## config.mk

```make
export PLATFORM = sky130hd
export DESIGN_NAME = gyro_tilt_gesture_detector_top
export DESIGN_NICKNAME = d
export VERILOG_FILES = /design/src/hdl/gtgd_pkg.sv /design/src/hdl/gyro_tilt_gesture_detector_top.sv /design/src/hdl/gtgd_cfg.sv /design/src/hdl/gtgd_core.sv
export SDC_FILE = /design/constraint.sdc
export NUM_CORES = 1
export LEC_CHECK = 0
export BUFFER_PORTS_ARGS = -buffer_cell sky130_fd_sc_hd__buf_4
export CAP_MARGIN = 25
export CELL_PAD_IN_SITES_DETAIL_PLACEMENT = 1
export CELL_PAD_IN_SITES_GLOBAL_PLACEMENT = 1
export CORE_MARGIN = 1.5
export CORE_UTILIZATION = 50
export CTS_BUF_LIST = sky130_fd_sc_hd__clkbuf_4
export CTS_CLUSTER_SIZE = 28
export DETAILED_ROUTE_END_ITERATION = 12
export PLACE_DENSITY = 0.84
export SKIP_LAST_GASP = 1
export SYNTH_ARGS = -nofsm -noshare
export SYNTH_HDL_FRONTEND = slang
export SYNTH_SLANG_ARGS = --single-unit
```

## constraint.sdc

```tcl
create_clock -name clk -period 14.4 [get_ports clk]
set_clock_uncertainty 0.15 [all_clocks]
set_input_delay 1.44 -clock clk [delete_from_list [all_inputs] [get_ports clk]]
set_output_delay 1.44 -clock clk [all_outputs]
set_load 0.005 [all_outputs]
```

## src/hdl/gtgd_pkg.sv

```systemverilog
// Shared types, codes and reset values for the gyro tilt gesture detector.
// Used by gtgd_cfg, gtgd_core and gyro_tilt_gesture_detector_top; depends on nothing.

package gtgd_pkg;

    // Widths of the stream words and of the register address.
    localparam int DataInWidth  = 40;
    localparam int DataOutWidth = 8;
    localparam int ReqWidth     = 3;
    localparam int AddrWidth    = 5;

    // Request kinds carried on the input tuser.
    localparam logic [2:0] REQ_TICK      = 3'd0;
    localparam logic [2:0] REQ_UPDATE    = 3'd1;
    localparam logic [2:0] REQ_TAKE_FWD  = 3'd2;
    localparam logic [2:0] REQ_TAKE_BACK = 3'd3;
    localparam logic [2:0] REQ_TAKE_ACT  = 3'd4;
    localparam logic [2:0] REQ_CLEAR     = 3'd5;

    // Sensor command reported with each result.
    localparam logic [1:0] CMD_NONE   = 2'd0;
    localparam logic [1:0] CMD_WAKE   = 2'd1;
    localparam logic [1:0] CMD_SLEEP  = 2'd2;
    localparam logic [1:0] CMD_SAMPLE = 2'd3;

    // Tilt modes; any other nonzero mode behaves as normal.
    localparam logic [1:0] MODE_OFF      = 2'd0;
    localparam logic [1:0] MODE_INVERTED = 2'd2;

    // Screen orientations; other codes use the x axis unsigned by mode.
    localparam logic [2:0] ORIENT_PORTRAIT = 3'd0;
    localparam logic [2:0] ORIENT_INVERTED = 3'd1;
    localparam logic [2:0] ORIENT_LAND_CW  = 3'd2;
    localparam logic [2:0] ORIENT_LAND_CCW = 3'd3;

    // Register indexes (byte address is four times the index).
    localparam logic [2:0] REG_IMU_PRESENT    = 3'd0;
    localparam logic [2:0] REG_RATE_THRESHOLD = 3'd1;
    localparam logic [2:0] REG_NEUTRAL_RATE   = 3'd2;
    localparam logic [2:0] REG_RETRIGGER_MS   = 3'd3;
    localparam logic [2:0] REG_POLL_INTERVAL  = 3'd4;
    localparam logic [2:0] REG_SETTLE_MS      = 3'd5;

    // Register reset values.
    localparam logic [14:0] RATE_THRESHOLD_RST = 15'd1600;
    localparam logic [14:0] NEUTRAL_RATE_RST   = 15'd480;
    localparam logic [15:0] RETRIGGER_MS_RST   = 16'd500;
    localparam logic [15:0] POLL_INTERVAL_RST  = 16'd50;
    localparam logic [15:0] SETTLE_MS_RST      = 16'd300;

    typedef struct packed {
        logic        imu_present;
        logic [14:0] rate_threshold;
        logic [14:0] neutral_rate;
        logic [15:0] retrigger_ms;
        logic [15:0] sample_gap_ms;
        logic [15:0] settle_ms;
    } cfg_t;

    typedef struct packed {
        logic [2:0]         req_type;
        logic [1:0]         tilt_mode;
        logic [2:0]         screen_orientation;
        logic               reading_active;
        logic signed [15:0] rate_x;
        logic signed [15:0] rate_y;
        logic               sample_ok;
        logic               command_ok;
    } item_t;

    typedef struct packed {
        logic       flag_value;
        logic [1:0] sensor_command;
        logic       forward_fired;
        logic       back_fired;
        logic       is_awake;
        logic       holding_tilt;
    } result_t;

endpackage

```

## src/hdl/gyro_tilt_gesture_detector_top.sv

```systemverilog
// Top level of the gyro tilt gesture detector: input register, update core, result register.
// Depends on gtgd_pkg, gtgd_cfg and gtgd_core.
//
// Channel   Direction  Handshake         Content
// s_*       in         tvalid/tready     request word: kind in tuser, sample fields in tdata
// m_*       out        tvalid/tready     result word: flags and sensor command in tdata
// APB       in         psel/penable      six configuration registers at 4*index
//
// The block takes one word per clock cycle while s_tready is high. A word is
// captured in the input register, processed there by the core, and its result
// moves into the result register when both stages advance, that is when the
// result register is empty or being taken; an empty input register also takes
// a word, which lets a new word enter while a finished result still waits on
// m_tready. A stall on m_tready holds the result and any waiting word; s_tready
// drops only when both stages are full. Reset clears all state, timestamps and
// valid flags; registers return to their reset values.

module gyro_tilt_gesture_detector_top (
    input  logic                                clk,
    input  logic                                rst_n,
    // s_tdata: tilt_mode[1:0], screen_orientation[4:2], reading_active[5],
    // rate_x[21:6], rate_y[37:22], sample_ok[38], command_ok[39]
    input  logic                                s_tvalid,
    output logic                                s_tready,
    input  logic [gtgd_pkg::DataInWidth-1:0]    s_tdata,
    // s_tuser: req_type[2:0]
    input  logic [gtgd_pkg::ReqWidth-1:0]       s_tuser,
    // m_tdata: flag_value[0], sensor_command[2:1], forward_fired[3],
    // back_fired[4], is_awake[5], holding_tilt[6], zero[7]
    output logic                                m_tvalid,
    input  logic                                m_tready,
    output logic [gtgd_pkg::DataOutWidth-1:0]   m_tdata,
    input  logic                                psel,
    input  logic                                penable,
    input  logic                                pwrite,
    input  logic [gtgd_pkg::AddrWidth-1:0]      paddr,
    input  logic [31:0]                         pwdata,
    output logic [31:0]                         prdata,
    output logic                                pready
);
    import gtgd_pkg::*;

    cfg_t    cfg;
    item_t   in_item_reg;
    logic    in_valid_reg;
    result_t core_result;
    result_t out_result_reg;
    logic    out_valid_reg;
    logic    advance;
    logic    fire;

    gtgd_cfg u_cfg (
        .clk     (clk),
        .rst_n   (rst_n),
        .psel    (psel),
        .penable (penable),
        .pwrite  (pwrite),
        .paddr   (paddr),
        .pwdata  (pwdata),
        .prdata  (prdata),
        .pready  (pready),
        .cfg     (cfg)
    );

    // Both stages move when the result register is free or being drained.
    assign advance  = !out_valid_reg || m_tready;
    assign fire     = advance && in_valid_reg;
    assign s_tready = !in_valid_reg || advance;

    gtgd_core u_core (
        .clk    (clk),
        .rst_n  (rst_n),
        .fire   (fire),
        .item   (in_item_reg),
        .cfg    (cfg),
        .result (core_result)
    );

    always_ff @(posedge clk or negedge rst_n)
    begin
        if (!rst_n)
        begin
            in_valid_reg  <= 1'b0;
            out_valid_reg <= 1'b0;
        end
        else
        begin
            if (s_tready)
                in_valid_reg <= s_tvalid;
            if (advance)
                out_valid_reg <= in_valid_reg;
        end
    end

    // Payload registers carry no reset.
    always_ff @(posedge clk)
    begin
        if (s_tvalid && s_tready)
        begin
            in_item_reg.req_type           <= s_tuser;
            in_item_reg.tilt_mode          <= s_tdata[1:0];
            in_item_reg.screen_orientation <= s_tdata[4:2];
            in_item_reg.reading_active     <= s_tdata[5];
            in_item_reg.rate_x             <= s_tdata[21:6];
            in_item_reg.rate_y             <= s_tdata[37:22];
            in_item_reg.sample_ok          <= s_tdata[38];
            in_item_reg.command_ok         <= s_tdata[39];
        end
        if (fire)
            out_result_reg <= core_result;
    end

    assign m_tvalid = out_valid_reg;
    assign m_tdata  = {1'b0,
                       out_result_reg.holding_tilt,
                       out_result_reg.is_awake,
                       out_result_reg.back_fired,
                       out_result_reg.forward_fired,
                       out_result_reg.sensor_command,
                       out_result_reg.flag_value};

    // A single update never fires both directions.
    assert property (@(posedge clk) disable iff (!rst_n)
        m_tvalid |-> !(m_tdata[3] && m_tdata[4]))
        else $error("forward and back fired together");

    // A fired tilt comes only from a consumed sample and leaves the block awake and holding.
    assert property (@(posedge clk) disable iff (!rst_n)
        (m_tvalid && (m_tdata[3] || m_tdata[4])) |->
            (m_tdata[2:1] == CMD_SAMPLE && m_tdata[5] && m_tdata[6]))
        else $error("tilt fired without a consumed sample or hold");

    // The input side stalls only when both stages are full and the output is blocked.
    assert property (@(posedge clk) disable iff (!rst_n)
        !s_tready |-> (m_tvalid && !m_tready && in_valid_reg))
        else $error("input stalled with room in the pipeline");

    // A taken result is followed by the next word whenever one was waiting in the input stage.
    assert property (@(posedge clk) disable iff (!rst_n)
        (m_tvalid && m_tready && in_valid_reg) |=> m_tvalid)
        else $error("result register emptied while a word was pending");

endmodule

```

## src/hdl/gtgd_cfg.sv

```systemverilog
// Configuration register file of the tilt detector, written and read over APB.
// Depends on gtgd_pkg.

module gtgd_cfg (
    input  logic                          clk,
    input  logic                          rst_n,
    input  logic                          psel,
    input  logic                          penable,
    input  logic                          pwrite,
    input  logic [gtgd_pkg::AddrWidth-1:0] paddr,
    input  logic [31:0]                   pwdata,
    output logic [31:0]                   prdata,
    output logic                          pready,
    output gtgd_pkg::cfg_t                cfg
);
    import gtgd_pkg::*;

    cfg_t       cfg_reg;
    logic       wr_en;
    logic [2:0] reg_index;

    assign pready    = 1'b1;
    assign wr_en     = psel && penable && pwrite;
    assign reg_index = paddr[AddrWidth-1:2];
    assign cfg       = cfg_reg;

    always_ff @(posedge clk or negedge rst_n)
    begin
        if (!rst_n)
        begin
            cfg_reg.imu_present    <= 1'b0;
            cfg_reg.rate_threshold <= RATE_THRESHOLD_RST;
            cfg_reg.neutral_rate   <= NEUTRAL_RATE_RST;
            cfg_reg.retrigger_ms   <= RETRIGGER_MS_RST;
            cfg_reg.sample_gap_ms  <= POLL_INTERVAL_RST;
            cfg_reg.settle_ms      <= SETTLE_MS_RST;
        end
        else if (wr_en)
        begin
            case (reg_index)
                REG_IMU_PRESENT:    cfg_reg.imu_present    <= pwdata[0];
                REG_RATE_THRESHOLD: cfg_reg.rate_threshold <= pwdata[14:0];
                REG_NEUTRAL_RATE:   cfg_reg.neutral_rate   <= pwdata[14:0];
                REG_RETRIGGER_MS:   cfg_reg.retrigger_ms   <= pwdata[15:0];
                REG_POLL_INTERVAL:  cfg_reg.sample_gap_ms  <= pwdata[15:0];
                REG_SETTLE_MS:      cfg_reg.settle_ms      <= pwdata[15:0];
                default:            ;
            endcase
        end
    end

    always_comb
    begin
        case (reg_index)
            REG_IMU_PRESENT:    prdata = {31'd0, cfg_reg.imu_present};
            REG_RATE_THRESHOLD: prdata = {17'd0, cfg_reg.rate_threshold};
            REG_NEUTRAL_RATE:   prdata = {17'd0, cfg_reg.neutral_rate};
            REG_RETRIGGER_MS:   prdata = {16'd0, cfg_reg.retrigger_ms};
            REG_POLL_INTERVAL:  prdata = {16'd0, cfg_reg.sample_gap_ms};
            REG_SETTLE_MS:      prdata = {16'd0, cfg_reg.settle_ms};
            default:            prdata = 32'd0;
        endcase
    end

endmodule

```

## src/hdl/gtgd_core.sv

```systemverilog
// Tilt detector state and the single-pass update logic for one word.
// Depends on gtgd_pkg.

module gtgd_core (
    input  logic              clk,
    input  logic              rst_n,
    input  logic              fire,
    input  gtgd_pkg::item_t   item,
    input  gtgd_pkg::cfg_t    cfg,
    output gtgd_pkg::result_t result
);
    import gtgd_pkg::*;

    logic [31:0] ms_reg, ms_next;
    logic [31:0] wake_reg, wake_next;
    logic [31:0] poll_reg, poll_next;
    logic [31:0] trig_reg, trig_next;
    logic        awake_reg, awake_next;
    logic        tilt_reg, tilt_next;
    logic        fwd_pend_reg, fwd_pend_next;
    logic        back_pend_reg, back_pend_next;
    logic        act_pend_reg, act_pend_next;

    logic [31:0]        since_wake, since_poll, since_trig;
    logic               inv;
    logic signed [16:0] gx, gy, axis, mag, thr, neutral;

    assign since_wake = ms_reg - wake_reg;
    assign since_poll = ms_reg - poll_reg;
    assign since_trig = ms_reg - trig_reg;
    assign inv        = (item.tilt_mode == MODE_INVERTED);
    assign gx         = {item.rate_x[15], item.rate_x};
    assign gy         = {item.rate_y[15], item.rate_y};
    assign thr        = {2'b00, cfg.rate_threshold};
    assign neutral    = {2'b00, cfg.neutral_rate};

    // Axis selection and sign, then its magnitude (17 bits hold +32768).
    always_comb
    begin
        case (item.screen_orientation)
            ORIENT_PORTRAIT: axis = inv ? -gx : gx;
            ORIENT_INVERTED: axis = inv ? gx : -gx;
            ORIENT_LAND_CW:  axis = inv ? gy : -gy;
            ORIENT_LAND_CCW: axis = inv ? -gy : gy;
            default:         axis = gx;
        endcase
        mag = axis[16] ? -axis : axis;
    end

    always_comb
    begin
        ms_next        = ms_reg;
        wake_next      = wake_reg;
        poll_next      = poll_reg;
        trig_next      = trig_reg;
        awake_next     = awake_reg;
        tilt_next      = tilt_reg;
        fwd_pend_next  = fwd_pend_reg;
        back_pend_next = back_pend_reg;
        act_pend_next  = act_pend_reg;
        result.flag_value     = 1'b0;
        result.sensor_command = CMD_NONE;
        result.forward_fired  = 1'b0;
        result.back_fired     = 1'b0;

        case (item.req_type)
            REQ_TICK:
            begin
                ms_next = ms_reg + 32'd1;
            end
            REQ_UPDATE:
            begin
                if (!cfg.imu_present)
                begin
                end
                else if (item.tilt_mode != MODE_OFF && !awake_reg)
                begin
                    result.sensor_command = CMD_WAKE;
                    if (item.command_ok)
                    begin
                        poll_next  = ms_reg;
                        trig_next  = ms_reg;
                        wake_next  = ms_reg;
                        awake_next = 1'b1;
                    end
                end
                else if (item.tilt_mode == MODE_OFF && awake_reg)
                begin
                    result.sensor_command = CMD_SLEEP;
                    if (item.command_ok)
                    begin
                        fwd_pend_next  = 1'b0;
                        back_pend_next = 1'b0;
                        act_pend_next  = 1'b0;
                        tilt_next      = 1'b0;
                        awake_next     = 1'b0;
                    end
                end
                else if (item.tilt_mode != MODE_OFF && item.reading_active
                         && since_wake >= {16'd0, cfg.settle_ms}
                         && since_poll >= {16'd0, cfg.sample_gap_ms})
                begin
                    poll_next             = ms_reg;
                    result.sensor_command = CMD_SAMPLE;
                    if (item.sample_ok)
                    begin
                        if (tilt_reg)
                        begin
                            if (mag < neutral)
                                tilt_next = 1'b0;
                        end
                        else if (since_trig >= {16'd0, cfg.retrigger_ms})
                        begin
                            if (axis > thr)
                            begin
                                fwd_pend_next        = 1'b1;
                                act_pend_next        = 1'b1;
                                tilt_next            = 1'b1;
                                trig_next            = ms_reg;
                                result.forward_fired = 1'b1;
                            end
                            else if (axis < -thr)
                            begin
                                back_pend_next    = 1'b1;
                                act_pend_next     = 1'b1;
                                tilt_next         = 1'b1;
                                trig_next         = ms_reg;
                                result.back_fired = 1'b1;
                            end
                        end
                    end
                end
            end
            REQ_TAKE_FWD:
            begin
                result.flag_value = fwd_pend_reg;
                fwd_pend_next     = 1'b0;
            end
            REQ_TAKE_BACK:
            begin
                result.flag_value = back_pend_reg;
                back_pend_next    = 1'b0;
            end
            REQ_TAKE_ACT:
            begin
                result.flag_value = act_pend_reg;
                act_pend_next     = 1'b0;
            end
            REQ_CLEAR:
            begin
                fwd_pend_next  = 1'b0;
                back_pend_next = 1'b0;
                act_pend_next  = 1'b0;
            end
            default:
            begin
            end
        endcase

        result.is_awake     = awake_next;
        result.holding_tilt = tilt_next;
    end

    always_ff @(posedge clk or negedge rst_n)
    begin
        if (!rst_n)
        begin
            ms_reg        <= 32'd0;
            wake_reg      <= 32'd0;
            poll_reg      <= 32'd0;
            trig_reg      <= 32'd0;
            awake_reg     <= 1'b0;
            tilt_reg      <= 1'b0;
            fwd_pend_reg  <= 1'b0;
            back_pend_reg <= 1'b0;
            act_pend_reg  <= 1'b0;
        end
        else if (fire)
        begin
            ms_reg        <= ms_next;
            wake_reg      <= wake_next;
            poll_reg      <= poll_next;
            trig_reg      <= trig_next;
            awake_reg     <= awake_next;
            tilt_reg      <= tilt_next;
            fwd_pend_reg  <= fwd_pend_next;
            back_pend_reg <= back_pend_next;
            act_pend_reg  <= act_pend_next;
        end
    end

endmodule
```

### Word-level counts from Yosys, hierarchy flattened

Cells that the tools add are included.

| operators by class | value |
|---|---|
| reductions and logical operators | 46 |
| mux-type cells | 75 |
| magnitude comparators | 6 |
| equal/unequal tests | 28 |
| bitwise operators | 5 |
| div/mod/pow operators | 0 |
| add/sub/neg operators | 8 |
| multipliers | 0 |
| shift operators | 0 |

Operators with widths:

| operator | number |
|---|---|
| 2-to-1 mux 32 bit | 12 |
| >= comparator 32 x 16 -> 1 bit | 3 |
| one-hot mux 16 bit (6 select lines) | 1 |
| subtractor 32 bit | 3 |
| 2-to-1 mux 17 bit | 5 |
| one-hot mux 17 bit (4 select lines) | 1 |
| 2-to-1 mux 1 bit | 47 |
| negator 16 -> 17 bit | 2 |
| adder 32 x 1 -> 32 bit (second input constant) | 1 |
| AND reduction 10 bit | 3 |
| == test 3 x 2 -> 1 bit (second input constant) | 6 |
| > comparator 17 x 16 -> 1 bit | 1 |
| less-than comparator 17 x 16 -> 1 bit | 1 |
| less-than comparator 17 bit | 1 |
| negator 15 -> 17 bit | 1 |
| negator 17 bit | 1 |
| AND reduction 2 bit | 8 |
| nonzero test 2 bit | 7 |
| == test 3 bit (second input constant) | 4 |
| != test 3 x 1 -> 1 bit (second input constant) | 4 |
| AND reduction 11 bit | 1 |
| == test 3 x 1 -> 1 bit (second input constant) | 3 |
| logical AND 1 bit | 9 |
| zero test 3 bit | 3 |
| other kinds (21) | 40 |

| word-level totals | value |
|---|---|
| logic and storage cells | 200 |
| register bits | 264 |
| output and inout port bits | 43 |
| bits in writable memories | 0 |
| memory bits (read-only) | 0 |
| memories | 0 |
| bits of input ports | 87 |
| latch bits | 0 |

### Logic depth before layout (Yosys ltp)

| depth | value |
|---|---|
| depth in word-level cells | 14 |
| depth in mapped cells | 24 |
| mapped depth without buffers | 23 |

### Modules after synthesis

Synthesis repeated with hierarchy kept, for this count alone.

| unflattened totals | value |
|---|---|
| cells, all modules | 2209 |
| area total of the unflattened synthesis | 20657.3 um^2 |

Modules (own cells, without submodules):

| module | times used | cells an instance | sequential area each (um^2) | area each (um^2) |
|---|---|---|---|---|
| gtgd_core | 1 | 1875 | 3328.2 | 15183.3 |
| gtgd_cfg | 1 | 274 | 2001.9 | 3857.4 |
| gyro_tilt_gesture_detector_top | 1 | 60 | 1551.5 | 1616.6 |

### Worst setup path before layout

Ideal clock, no wire load.

| path | value |
|---|---|
| path kind | flip-flop to flip-flop |
| from | register u_core.ms_reg[0] |
| to | register out_result_reg (netlist bit m_tdata[6]) (data pin) |
| period minus slack after synthesis | 4.939 ns |
| cell stages (with the launch flop) | 21 |
| setup time | 0.269 ns |
| buffers on the path | 0 |
| path slack | 9.461 ns |
| arrival | 4.520 ns |
| path through | dfrtp_1 inv_1 ha_1 inv_1 fa_1 a21o_1 a221o_1 and3_1 nor2_1 o21ai_0 xor2_1 ha_1 nor2b_1 o21ai_0 o2111ai_1 nand3b_1 or4b_1 nor4_4 nor2_1 o41ai_1 a21oi_1 |

RTL lines:

| item | RTL line | RTL |
|---|---|---|
| start, declared | gtgd_core.sv:14 | `logic [31:0] ms_reg, ms_next;` |
| start signal, assigned | gtgd_core.sv:180 | `ms_reg <= ms_next;` |
| end signal, assigned | gyro_tilt_gesture_detector_top.sv:110 | `out_result_reg <= core_result;` |
| end, declared | gyro_tilt_gesture_detector_top.sv:47 | `result_t out_result_reg;` |

### Worst setup path after layout

| path | value |
|---|---|
| from | register u_core.ms_reg[0] |
| to | register u_core.poll_reg[31] |

| between the ends | value |
|---|---|
| cells in the longest elaborated chain, start to end | 6 |
| elaborated cells on any way between the ends | 8 |

RTL lines:

| item | RTL line | RTL |
|---|---|---|
| subtractor 32 bit | gtgd_core.sv:28 | `assign since_wake = ms_reg - wake_reg;` |
| >= comparator 32 x 16 -> 1 bit | gtgd_core.sv:100 | `&& since_wake >= {16'd0, cfg.settle_ms}` |
| logical AND 1 bit | gtgd_core.sv:100 |  |
| logical AND 1 bit (*) | gtgd_core.sv:101 | `&& since_poll >= {16'd0, cfg.sample_gap_ms})` |
| nonzero test 2 bit (no line) (*) | n/a |  |
| AND reduction 6 bit (no line) (*) | n/a |  |
| end signal, assigned | gtgd_core.sv:182 | `poll_reg <= poll_next;` |
| end, declared | gtgd_core.sv:16 | `logic [31:0] poll_reg, poll_next;` |

Every way passes the cells marked *; elsewhere a longest branch is shown, timed or not.
A chain may end at the register's enable or synchronous reset.

==> results by group <==
Global route
  • Largest net degree at the start of global routing: 110
  • GR Util All Layers: 0.316
  • Initial antenna violation count: 2
  • Vias in the first global route: roughly 20000
  • First-pass GRT wire length: around 110 mm
  • Total grt overflow: 0

Timing
  • Unrepaired setup endpoints after global routing: no
  • Slew HR: 0.270
  • PnR worst setup slack: 7.58 ns
  • Final Critical Period: 6.82 ns
  • Final setup viols: 0
  • Tcrit/Tclk final: 0.474
  • Setup TNS: 0 ns
  • Hold Vio Cnt, Final: 0
  • Slew @ Worst Pin: ~1.1 ns
  • FMAX: 147 MHz
  • Final Max Slew Viols: 0

Layout
  • Max reg flops: 79
  • Commonest non-fill, non-tap cells in the layout: inv_1 (224), nand2_1 (211), dfrtp_1 (194)
  • Share of cells above drive strength 1: 0.148
  • P&R area growth vs syn: 10.2%
  • Non-Filler Instances: 3027
  • Nets: approximately 2700
  • Most common cell after layout, fill and taps aside: inv_1

Floorplan
  • Starting Density: 0.506
  • Io pins: 130
  • Row count: 74
  • Die area: 42500 µm²
  • Die width: 206 µm
  • Core footprint: 40700 µm²
  • Die Ht: 206 µm

Critical path
  • Crit path arrival time: between 7 and 8 ns
  • Startpoint type of the worst setup path: flip-flop
  • Crit-path max FO: 32
  • CP max-delay cell: nor4_4
  • CP peak stage delay: 0.53 ns
  • R2R depth: 21
  • Critical Path RT: ~15 ns
  • Setup CP Type: reg2reg
  • Crit end category: flip-flop
  • Critical-path cell list: inv_1 -> ha_1 -> inv_1 -> fa_1 -> a211oi_1 -> o21ai_0 -> nand3_1 -> nand2_1 -> xor2_1 -> ha_1 -> a21o_1 -> a2bb2oi_1 -> o2111a_1 -> o211ai_1 -> a2111oi_2 -> nand4_1 -> nor4_4 -> a2111oi_2 -> o21ai_4 -> buf_4 -> mux2_2

Pwr
  • Leak: 10.8 nW
  • Pwr Density: 126 nW/µm²
  • VDD IR-drop max: about 0.066 mV

Clock tree
  • Clock sinks: 264
  • Maximum root-to-sink buffer count: 3
  • Setup Buffers After CTS: 0
  • Clk pin slew, worst setup/hold paths: 0.06 ns
  • Hold buffers post-CTS: 0
  • CTS tree: done
  • Depth of the CTS H-tree: 3
  • Clk_lat worst skew: 0.87 ns
  • Gates resized, CTS repair: 0
  • Total CTS buffers: 78
  • CTS root buf: clkbuf_4

Run
  • Max Cap Violations: 0

Drt
  • Final ANT Viol Nets: 0
  • Drt initial violations: 1243
  • Length of the first detailed-routing pass in iterations: 5
  • Routed vias: between 15000 and 20000
  • Routed length per instance: 21.9 µm
  • Routed WL: 66.3 mm
  • Remaining routing DRC violations: 0
  • Drt via density: 6.19

Logic synthesis
  • Syn_area_per_cell: 8.86 µm²
  • Number of enable flip-flop cells after synthesis: 50
  • Area share of the largest cell type after synthesis: 0.235
  • Cell Area, Synth: about 21000 µm²
  • Main flop type after synthesis: dfrtp_1
  • Cell taking the most area after synthesis: dfrtp_1
  • Synth warnings: 0
  • Top post-synthesis cells by area: dfrtp_1 (24%), ha_1 (12%), edfxtp_1 (7.3%)
  • Register area share after synthesis: 0.334
  • Synth Instances: 2328
  • Flip-flop and latch count after synthesis: about 260
  • Ys async rst share: 0.811
  • Count of different cell masters after synthesis: 97

Run status
  • Status: finished, final reports clean

Place
  • Gp weighted congestion: 0.923
  • Place WS: between 7 and 8 ns
  • Placed cell count: 2877
  • Port buffer count: 93
  • DP Wirelength: 49.7 mm

Hold path
  • Depth of the worst hold-timing path: 1
  • Worst min path class: reg2reg
-- routing by layer --
metal	routed length [µm]	track usage	vias up
li1	-	-	8663
met1	28900	0.399	9441
met2	31700	0.534	478
met3	3080	0.0523	161
met4	2550	0.131	0
met5	0	0	-
-- path summary, 6_finish.rpt --
check	from	end	slack, ns
max	u_core.ms_reg[0]$_DFFE_PN0P_	u_core.poll_reg[31]$_DFFE_PN0P_	7.58
min	in_valid_reg$_DFFE_PN0N_	m_tvalid$_DFFE_PN0P_	0.34
max reg2reg	u_core.ms_reg[0]$_DFFE_PN0P_	u_core.poll_reg[31]$_DFFE_PN0P_	7.58
min reg2reg	in_valid_reg$_DFFE_PN0N_	m_tvalid$_DFFE_PN0P_	0.34
max in group asynchronous	rst_n	in_valid_reg$_DFFE_PN0N_	12.09
min in group asynchronous	rst_n	u_cfg.cfg[78]$_DFFE_PN0P_	0.52
-- cells in the mapped netlist, types with 7 or more instances --
cell and n:
dfstp_2 20, buf_2 11, edfxtp_1 50, inv_1 224, mux2i_1 31, a2111oi_0 9
buf_4 20, nand3_1 41, or3_1 17, a22oi_1 49, o22ai_1 19, o21ai_0 158
o31ai_1 15, mux2_2 88, nor4_1 18, o2111ai_1 7, nor3_1 31, a21oi_1 135
ha_1 193, a31oi_1 28, and2_1 11, nand2_1 211, dfrtp_1 194, nand2b_1 27
xnor2_1 87, o211ai_1 24, a211oi_1 12, nand4_1 65, nor2b_1 17, clkbuf_1 65
a21o_1 37, o21bai_1 9, and3_1 24, o21a_1 21, xor2_1 50, nor2_1 134
o311ai_1 21
-- where the power goes --
part | total, W | leakage [nW] | internal (W) | switching [W]
Combinational | 0.00117 | 7.16 | 0.000470 | 0.000700
Sequential | 0.000932 | 3.09 | 0.000849 | 0.0000831
Clock | 0.000771 | 0.596 | 0.000397 | 0.000374
Total | 0.00287 | 10.8 | 0.00172 | 0.00116
-- area by class of cell --
| class | instances | area, µm² |
|---|---|---|
| fill | 4829 | 18000 |
| multi-input combinational | 1746 | 12400 |
| sequential | 264 | 6880 |
| inverter | 226 | 848 |
| timing repair buffer | 110 | 846 |
| clock buffer | 112 | 841 |
| tap | 532 | 666 |
| clock inverter | 32 | 191 |
| antenna | 5 | 12.5 |
-- stage by stage --
stage / power, W / hold WS (ns) / util / instance area, µm²
2_1_floorplan: 0.00168 / 0.299 / - / 20700
3_3_place_gp: 0.00199 / 0.313 / 0.532 / 21700
3_5_place_dp: 0.00207 / 0.328 / 0.532 / 21700
4_1_cts: 0.00287 / 0.337 / 0.557 / 22700
5_1_grt: 0.00304 / 0.370 / 0.558 / 22700
6_report: 0.00287 / 0.335 / 0.558 / 22700
-- cell families (layout without fill, tap and decap cells) --
logic type | count (synthesis) | count (layout) | synth area share
mux | 119 | 119 | 0.0631
other cells | 2 | 23 | 0.000364
fa+ha+maj | 196 | 196 | 0.120
buf+inv | 334 | 480 | 0.0673
simple gates | 644 | 644 | 0.156
xor+xnor | 137 | 137 | 0.0582
compound gates | 632 | 632 | 0.202
flops | 264 | 264 | 0.334
-- worst max-delay path, delay by kind of cell (launching register included) --
family                     cells  cell delay [ns]
buffers and inverters          3             0.80
and+or+nand+nor                4             1.14
muxes                          1             0.41
DFF                            1             0.49
adders and majority gates      3             1.00
xor gates and xnor gates       1             0.25
AOI/OAI and AO/OA              9             2.39
Power figures use the tool's default switching activity.
